==> config.mk <==
export PLATFORM = sky130hd
export DESIGN_NAME = itie_entry_ram
export DESIGN_NICKNAME = d
export VERILOG_FILES = /design/src/rtl/itie_pkg.sv /design/src/rtl/itie_entry_ram.sv
export SDC_FILE = /design/constraint.sdc
export NUM_CORES = 1
export LEC_CHECK = 0
export CAP_MARGIN = 20
export CORE_MARGIN = 2
export CORE_UTILIZATION = 60
export CTS_CLUSTER_DIAMETER = 30
export DETAILED_ROUTE_END_ITERATION = 10
export DONT_BUFFER_PORTS = 1
export GPL_TIMING_DRIVEN = 1
export MAX_ROUTING_LAYER = met4
export PLACE_DENSITY = 0.73
export SETUP_SLACK_MARGIN = 0.15
export SYNTH_ARGS = -nofsm -noshare
export SYNTH_HDL_FRONTEND = slang
export SYNTH_SLANG_ARGS = --single-unit
==> constraint.sdc <==
create_clock -name clk -period 5.1 [get_ports clk]
set_input_delay 0.51 -clock clk [delete_from_list [all_inputs] [get_ports clk]]
set_output_delay 0.51 -clock clk [all_outputs]
set_load 0.005 [all_outputs]
==> src/rtl/itie_pkg.sv <==
// ----------------------------------------------------------------------------
// itie_pkg: shared types and constants
// Command codes, field widths and reset values for the image eviction block.
// ----------------------------------------------------------------------------
package itie_pkg;

  localparam int ENTRIES_DEF     = 16;
  localparam int EVICT_LIMIT_DEF = 16;

  localparam int CMD_W   = 2;
  localparam int SLOT_W  = 4;
  localparam int SIZE_W  = 24;
  localparam int OTHER_W = 32;
  localparam int MASK_W  = 16;
  localparam int TOTAL_W = 29;
  localparam int CAP_W   = 32;
  localparam int TIMER_W = 8;
  localparam int CFG_IDX_W  = 1;
  localparam int CFG_DATA_W = 32;

  localparam logic [CMD_W-1:0] CMD_LOAD  = 2'd0;
  localparam logic [CMD_W-1:0] CMD_TOUCH = 2'd1;
  localparam logic [CMD_W-1:0] CMD_FREE  = 2'd2;
  localparam logic [CMD_W-1:0] CMD_TICK  = 2'd3;

  localparam logic [CFG_IDX_W-1:0] REG_CAPACITY = 1'd0;
  localparam logic [CFG_IDX_W-1:0] REG_MAX_IDLE = 1'd1;

  localparam logic [CAP_W-1:0]   CAPACITY_RST = 32'd67108864;
  localparam logic [TIMER_W-1:0] MAX_IDLE_RST = 8'd120;
  localparam logic [TOTAL_W-1:0] TOTAL_MAX    = {TOTAL_W{1'b1}};

  typedef struct packed {
    logic [CMD_W-1:0]   command;
    logic [SLOT_W-1:0]  slot;
    logic [SIZE_W-1:0]  image_size;
    logic [OTHER_W-1:0] other_usage;
  } in_item_t;

  typedef struct packed {
    logic [MASK_W-1:0]  evicted_mask;
    logic [TOTAL_W-1:0] image_bytes_used;
    logic               pressure_mode;
    logic               status;
  } out_item_t;

endpackage

==> src/rtl/itie_entry_ram.sv <==
// ----------------------------------------------------------------------------
// itie_entry_ram: entry table memory
// Holds timer and size per slot; one write and one registered read per cycle.
// ----------------------------------------------------------------------------
module itie_entry_ram
  import itie_pkg::*;
#(
  parameter int ENTRIES = ENTRIES_DEF,
  localparam int IDX_W  = (ENTRIES > 1) ? $clog2(ENTRIES) : 1
) (
  input  logic                clk,
  input  logic                we,
  input  logic [IDX_W-1:0]    waddr,
  input  logic [TIMER_W-1:0]  wtimer,
  input  logic [SIZE_W-1:0]   wsize,
  input  logic [IDX_W-1:0]    raddr,
  output logic [TIMER_W-1:0]  rtimer,
  output logic [SIZE_W-1:0]   rsize
);

  logic [TIMER_W+SIZE_W-1:0] mem [ENTRIES];
  logic [TIMER_W+SIZE_W-1:0] rdata_r;

  always_ff @(posedge clk) begin
    if (we) begin
      mem[waddr] <= {wtimer, wsize};
    end
    rdata_r <= mem[raddr];
  end

  assign rtimer = rdata_r[TIMER_W+SIZE_W-1:SIZE_W];
  assign rsize  = rdata_r[SIZE_W-1:0];

endmodule

Word level (Yosys, flattened, before mapping) --
Memories as Yosys holds them, arrays and structs flattened. A register that Yosys moved wholly into a read port is not among the register bits. Index checks and enable logic that the tools add are counted.
Word-level totals: ROM bits 0, input bits 42, bits in writable memories 512, latch bits 0, register bits after elaboration 0, memories kept 1
Memory list:
- mem | words 16, bits a word 32, rd ports 1, clocked after memory_dff 1, wr ports 1, line itie_entry_ram.sv:21 | logic [TIMER_W+SIZE_W-1:0] mem [ENTRIES];
Operators by class: muxes and demuxes 2, reductions and logical operators 0, shift-type cells 0, magnitude comparators 0, add/sub/neg operators 0, divide/modulo/power cells 0, equality and inequality tests 0, multiply operators 0, bitwise logic cells 0
Operators with widths (number):
- two-way mux 1 bit | 2

Longest topological paths before layout --
Gate-level depths: netlist of the first run.
depth in word-level cells 2, gate-level depth with buffers 5

Worst setup path after synthesis of the first run --
Ideal clock, no wire load.
path kind input-to-reg, start input port waddr[2], end memory mem[0][0] (netlist bit) (enable), stages on the path 2, data arrival time 3228 ps, path slack 1410 ps, library setup time 461 ps, path through or3b_2 -> nor3_1
RTL lines:
- start: declaration | line itie_entry_ram.sv:13 | input logic [IDX_W-1:0] waddr,
- end: declaration | line itie_entry_ram.sv:21
Straight into the memory's write port.

Final worst setup path of the first run --
start input port waddr[2], end memory mem[2][0] (netlist bit) (enable)
Straight into the memory's write port.

==> metrics.md, run 1 <==
| Metric | Value |
|---|---|
| Status | complete, no violations |
| Syn Std Cell Area | 19900 µm² |
| Horiz. Die Dim | 186 µm |
| Post-synthesis mux area share | 0.145 |
| Simple-gate share of the synthesized area | 0.0127 |
| CTS tree | done |
| Hold Fails Final Rpt | 0 |
| P_leak | 0.00781 µW |
| WL/cell | about 30 µm |
| Clock Latency Late Sink | 0.61 ns |
| CP max stage delay | 0.84 ns |
| Worst Setup Path Type | input pin to flip-flop |
| Rel. slew slack | 0.262 |
| Post-synthesis xor/xnor area fraction | 0 |
| CP max-delay cell | nor2_4 |
| Synth Area in Adders | 0 |
| Share of layout cells above drive strength 1 | 0.303 |
| Vias in the first global route | about 10000 |
| Vias/cell | 6.49 |
| Post-DP HPWL | around 19000 µm |
| RSZ-0062 raised after global routing | no |
| Final core utilization | 0.742 |
| Residual DRC | 0 |
| Post-route setup slack | 3.34 ns |
| Mean Syn Cell Area | about 24 µm² |
| Antenna-violating nets left | 0 |
| DR vias | 9505 |
| Worst slew pin tran | 1.11 ns |
| Fill cell count | about 1700 |
| Synth Area in Compound Gates | 0.0242 |
| Clk_skew | around 0.024 ns |
| First-pass GRT wire length | 63300 µm |
| CTS buffer count | 85 |
| Root Buffer | clkbuf_16 |
| Final Cycle Share | 0.345 |
| Post-synth top area cell | edfxtp_1 |
| Core area | 32500 µm² |
| Initial antenna violation count | 4 |
| Max Slew Vio Count | 0 |
| Dpl ws | 2.73 ns |
| Largest family of logic cells by synthesized area | multiplexers |
| Vert. Die Dim | between 150 and 200 µm |
| Setup Viol. Count Final | 0 |
| Max Cap Viol | 0 |
| Num ports | between 70 and 80 |
| CP endpoint kind | flip-flop |
| Critical Path RT | 5.30 ns |
| Top cell type's share of synthesized area | 0.774 |
| Die footprint | about 35000 µm² |
| Synth area leaders | edfxtp_1 77%, mux4_2 15%, dfxtp_1 3.2% |
| CP top delay family | simple AND/OR/NAND/NOR gates |
| Drt first-iter violations | approximately 1100 |
| Total global-route track usage | 0.266 |
| Worst Path Arrival | 1.96 ns |
| Largest net degree at the start of global routing | 129 |
| Register area share after synthesis | 0.807 |
| Starting Density | 0.610 |
| Drt pass-1 iters | 5 |
| Critical path startpoint category | input pin |
| Clock tree buffer depth | 3 |
| Total gr overflow | 0 |
| Synthesized instance count | 838 |
| Synth warn | 0 |
| Max Fclk | 0.569 GHz |
| GPL Wtd Cong | about 0.72 |
| Overall routed net length | 44400 µm |
| Min Tclk post-route | between 1.5 and 2 ns |
| Max VDD drop | 0.294 mV |
| Crit path cell chain | or3b_2 -> nor2_4 |
| IO buf count | 0 |
| Cell Pwr Density | 476 nW/µm² |
| Hold/Removal Path Class | input pin to flip-flop |
| Worst Path Buf+Inv | 0 |
| Clock slew seen by the registers of the worst setup and hold paths | 0.05 ns |
| Layout area overhead | 21.6% |
| Synthesized net count | 880 |
| Crit Path Max Fanout | 32 |
| # clock sinks | 544 |
| Setup_tns | 0 ns |
| Synth Register Bits | 544 |
| Rows | 66 |
| Clock H-tree levels | 3 |
| Post-cts sizing count | 0 |
| Synth unique cells | 18 |
| Layout net count | 987 |
area by class of cell:
| cell class | instances | area (µm²) | share of cell area |
|---|---|---|---|
| Sequential cell | 544 | 16000 | 0.663 |
| Multi-Input combinational cell | 251 | 3750 | 0.155 |
| Clock buffer | 97 | 2240 | 0.0930 |
| Clock inverter | 63 | 803 | 0.0333 |
| Timing Repair Buffer | 63 | 768 | 0.0318 |
| Tap cell | 442 | 553 | 0.0229 |
| Antenna cell | 4 | 10.0 | 0.000415 |
stage by stage:
| stage | instance area [µm²] | hold slack [ns] | power, µW | std cells |
|---|---|---|---|---|
| floorplan | 19900 | 0.609 | 5360 | 838 |
| global placement | 20400 | 0.610 | 5370 | 1242 |
| detailed placement | 20400 | 0.609 | 5390 | 1245 |
| CTS | 23800 | 0.000599 | 11500 | 1440 |
| global route | 24100 | 0.223 | 11700 | 1464 |
| finish | 24100 | 0.241 | 11500 | 1464 |
where the power goes:
part           leakage, µW  switching [µW]  internal [µW]  total (µW)
Sequential         0.00489            41.8           5000        5050
Combinational      0.00146             190            170         360
Clock              0.00146            2250           3850        6100
kinds of logic (layout without fill, tap and decap cells):
group,count (synthesis),in the layout
AO/OA/AOI/OAI,64,64
other,0,4
flip-flops,544,544
AND/OR/NAND/NOR,59,59
multiplexers,128,128
buffers and inverters,43,223
placed cells by master (no fill, tap or decap), types with 9 or more instances in the layout:
cell type / count
a22oi_1: 64
bufinv_16: 12
clkbuf_16: 87
clkinvlp_4: 10
dfxtp_1: 32
dlygate4sd3_1: 49
edfxtp_1: 512
inv_6: 9
mux4_2: 128
nand2_1: 33
nor2_4: 13
Yosys cell counts, drive strengths merged:
| cell | n |
|---|---|
| a22oi | 64 |
| and2 | 1 |
| buf | 26 |
| clkbuf | 17 |
| dfxtp | 32 |
| edfxtp | 512 |
| mux4 | 128 |
| nand2 | 33 |
| nand2b | 2 |
| nand3 | 1 |
| nand3b | 2 |
| nor2 | 13 |
| nor2b | 2 |
| nor3 | 4 |
| or3b | 1 |
sequential cells by signal (all words and copies together), names as in the netlist:
name     cells
mem        512
rdata_r     32
what timing repair did:
action | 4_1_cts | 5_1_grt
hold buffers | 35 | 14
buffers inserted | 0 | 0
endpoints found under the hold margin | 438 | 46
routing by layer:
layer  vias up  wire (µm)  track usage
li1       3841          -            -
met1      5042      16900        0.344
met2       539      23100        0.422
met3        83       3390       0.0597
met4         0       1040       0.0989
met5         -          0            -
path summary, 6_finish.rpt:
path | depth (start not counted) | startpoint | slack [ns] | endpoint
hold reg to reg | 3 | mem[12][15] | 0.68 | rdata_r[15]
setup / recovery | 2 | waddr[2] | 3.34 | mem[2][0]
setup reg to reg | 3 | mem[3][30] | 3.64 | rdata_r[30]
hold / removal | 3 | raddr[1] | 0.24 | rdata_r[24]
(Power assumes the default switching activity.)
==> inputs of run 2 (changes only) <==
--- a/config.mk
+++ b/config.mk
@@ -7,13 +7,13 @@
 export LEC_CHECK = 0
 export CAP_MARGIN = 20
 export CORE_MARGIN = 2
-export CORE_UTILIZATION = 60
+export CORE_UTILIZATION = 57
 export CTS_CLUSTER_DIAMETER = 30
 export DETAILED_ROUTE_END_ITERATION = 10
 export DONT_BUFFER_PORTS = 1
 export GPL_TIMING_DRIVEN = 1
 export MAX_ROUTING_LAYER = met4
-export PLACE_DENSITY = 0.73
+export PLACE_DENSITY = 0.72
 export SETUP_SLACK_MARGIN = 0.15
 export SYNTH_ARGS = -nofsm -noshare
 export SYNTH_HDL_FRONTEND = slang
==> constraint.sdc (replaced) <==
create_clock -name clk -period 1.6 [get_ports clk]
set_input_delay 0.16 -clock clk [delete_from_list [all_inputs] [get_ports clk]]
set_output_delay 0.16 -clock clk [all_outputs]
set_load 0.005 [all_outputs]
==> run 2 against run 1 <==
Net effect:
- sequential power increased to 3.2 times the previous value
- via count decreased by 2.9%
- non-clock buffer count decreased by 8
- the flow now finishes with violations (negative hold slack)
- total power increased to 3.1 times the previous value
- clock skew decreased by 0.0071 ns
- combinational power increased to 3.1 times the previous value
- sequential cell count unchanged
- largest power group unchanged
- cell count increased by 0.96%
- global-route usage decreased by 1.7 points
- worst setup slack got worse by 3.1 ns
==> metrics.md, run 2 (same netlist as run 1, synthesis figures left out) <==
| Metric | Value |
|---|---|
| Worst Setup Path Type | flip-flop to flip-flop |
| RSZ-0062 raised after global routing | no |
| GPL Wtd Cong | 0.693 |
| Max Cap Viol | 0 |
| Min Tclk post-route | between 1 and 1.5 ns |
| R2R Path End | rdata_r[29] |
| Final core utilization | 0.701 |
| NetSw | 7700 µW |
| P_leak | 0.00781 µW |
| Overall routed net length | 42300 µm |
| Critical Path RT | 2.08 ns |
| Max VDD drop | 0.964 mV |
| Vias/cell | 6.24 |
| Largest register by flop count | mem |
| Combinational share of power | 0.031 |
| Rel. slew slack | 0.607 |
| Max Fclk | 0.725 GHz |
| Num ports | 74 |
| Worst Path Arrival | 1.86 ns |
| Failing checks | negative hold slack |
| Horiz. Die Dim | 191 µm |
| Hold Path Depth | 3 |
| Residual DRC | 0 |
| Starting Density | 0.576 |
| Root Buffer | clkbuf_16 |
| CP max stage delay | 0.48 ns |
| Clock H-tree levels | 3 |
| Core area | 34500 µm² |
| Critical path startpoint category | flip-flop |
| Die footprint | 36300 µm² |
| Most frequent cells in the layout | 512 x edfxtp_1, 128 x mux4_2, 91 x clkbuf_16, 64 x a22oi_1, 35 x dlygate4sd3_1 |
| Layout area overhead | 21.7% |
| CTS tree | done |
| Total gr overflow | 0 |
| Post-DP HPWL | 18000 µm |
| Sw frac | 0.213 |
| R2R depth | 3 |
| Cell Pwr Density | approximately 1500 nW/µm² |
| Rows | 68 |
| Total global-route track usage | 0.249 |
| Hold/Removal Path Class | input pin to flip-flop |
| CP max-delay cell | mux4_2 |
| Vias in the first global route | 9961 |
| Drt pass-1 iters | 5 |
| Hold Fails Final Rpt | 22 |
| Layout net count | 984 |
| Worst slew pin tran | 0.590 ns |
| # clock sinks | between 500 and 600 |
| Clock tree buffer depth | 3 |
| Sequential share of power | 0.445 |
| Max Slew Vio Count | 0 |
| Share of layout cells above drive strength 1 | 0.314 |
| CP endpoint kind | flip-flop |
| Largest net degree at the start of global routing | 129 |
| R2R Setup Slk | 0.22 ns |
| Status | finished, violations left |
| Antenna-violating nets left | 0 |
| Final Cycle Share | 0.862 |
| Power share of the clock group | 0.524 |
| Worst Hold Slack | -0.146 ns |
| Vert. Die Dim | 191 µm |
| Clk_skew | 0.0166 ns |
| Worst reg2reg startpoint | mem[3][29] |
| Max reg flops | about 510 |
| DR vias | 9227 |
| Clock slew seen by the registers of the worst setup and hold paths | 0.06 ns |
| Internal | 28500 µW |
| Crit path cell chain | mux4_2 -> a22oi_1 -> nand2_1 |
| Clock Latency Late Sink | 0.61 ns |
| WL/cell | 28.6 µm |
| First-pass GRT wire length | 62800 µm |
| Setup Viol. Count Final | 0 |
| Top Registers | mem (512), rdata_r (32) |
| Initial antenna violation count | 3 |
| Post-cts sizing count | 0 |
| Crit Path Max Fanout | 1 |
| Commonest non-fill, non-tap cell in the layout | edfxtp_1 |
| Drt first-iter violations | 1068 |
| HP Start | raddr[1] |
| IO buf count | 0 |
| CTS buffer count | 90 |
| Hold endpoint | rdata_r[9] |
run 2: changes by cell type in the layout (fill, tap and decap cells not counted), moves of 4 or more:
cell	delta
clkbuf_16	+4
nor3_2	-4
buf_16	-8
nor3_4	+4
buf_12	+18
dlygate4sd3_1	-14
clkinv_2	+8
bufinv_16	-4
buf_4	-4
clkinv_1	+4
run 2: layout make-up:
type | count | area [µm²]
diodes | 3 | 7.51
clock buffers | 101 | 2330
clock inverters | 69 | 717
fillers | 1958 | 10300
multi-input cells | 251 | 3790
flip-flops and latches | 544 | 16000
well taps | 455 | 569
repair buffers | 55 | 738
run 2: worst max-delay path by stage:
| stage | startpoint | endpoint | slack [ns] | depth (start not counted) |
|---|---|---|---|---|
| 5_1_grt | mem[3][12] | rdata_r[12] | 0.17 | 3 |
| 3_5_place_dp | raddr[3] | rdata_r[2] | 0.003 | 3 |
| 6_report | mem[3][29] | rdata_r[29] | 0.22 | 3 |
| 4_1_cts | mem[3][12] | rdata_r[12] | 0.20 | 3 |
| 3_3_place_gp | raddr[3] | rdata_r[0] | 0.1 | 3 |
| 2_1_floorplan | waddr[2] | mem[0][0] | -0.27 | 2 |
run 2: worst max-delay path, delay by kind of cell, from the launching register on:
family	cells	cell delay, ns
DFF	1	0.37
AOI/OAI and AO/OA	1	0.32
and+or+nand+nor	1	0.09
muxes	1	0.48
run 2: metal layers:
layer  track usage  up-vias  part of all wire
li1              -     3830                 -
met1         0.336     4862              0.39
met2         0.386      470              0.51
met3        0.0574       65             0.082
met4        0.0769        0             0.018
met5             -        -                 0
run 2: power groups by stage:
stage          Combinational [µW]  Clock [µW]  Sequential [µW]
4_1_cts                      1100       19200            16100
3_3_place_gp                  834           0            16400
5_1_grt                      1180       19800            16100
6_report                     1110       19000            16100
3_5_place_dp                  856           0            16400
2_1_floorplan                 788           0            16300
run 2: stage by stage:
step                      setup slack (ns)  power (µW)  cell area, µm²  instances  TNS (ns)
after CTS                            0.196       36400           24100       1473         0
after floorplan                     -0.269       17100           20000        838    -21.51
final                                0.220       36200           24200       1478         0
after detailed placement           0.00336       17200           20700       1269         0
after global routing                 0.173       37100           24200       1478         0
after global placement              0.0985       17200           20700       1269         0
run 2: what timing repair did:
| action | 4_1_cts | 5_1_grt |
|---|---|---|
| hold buffers | 34 | 1 |
| hold endpoints to repair | 672 | 31 |
| setup buffers | 0 | 0 |
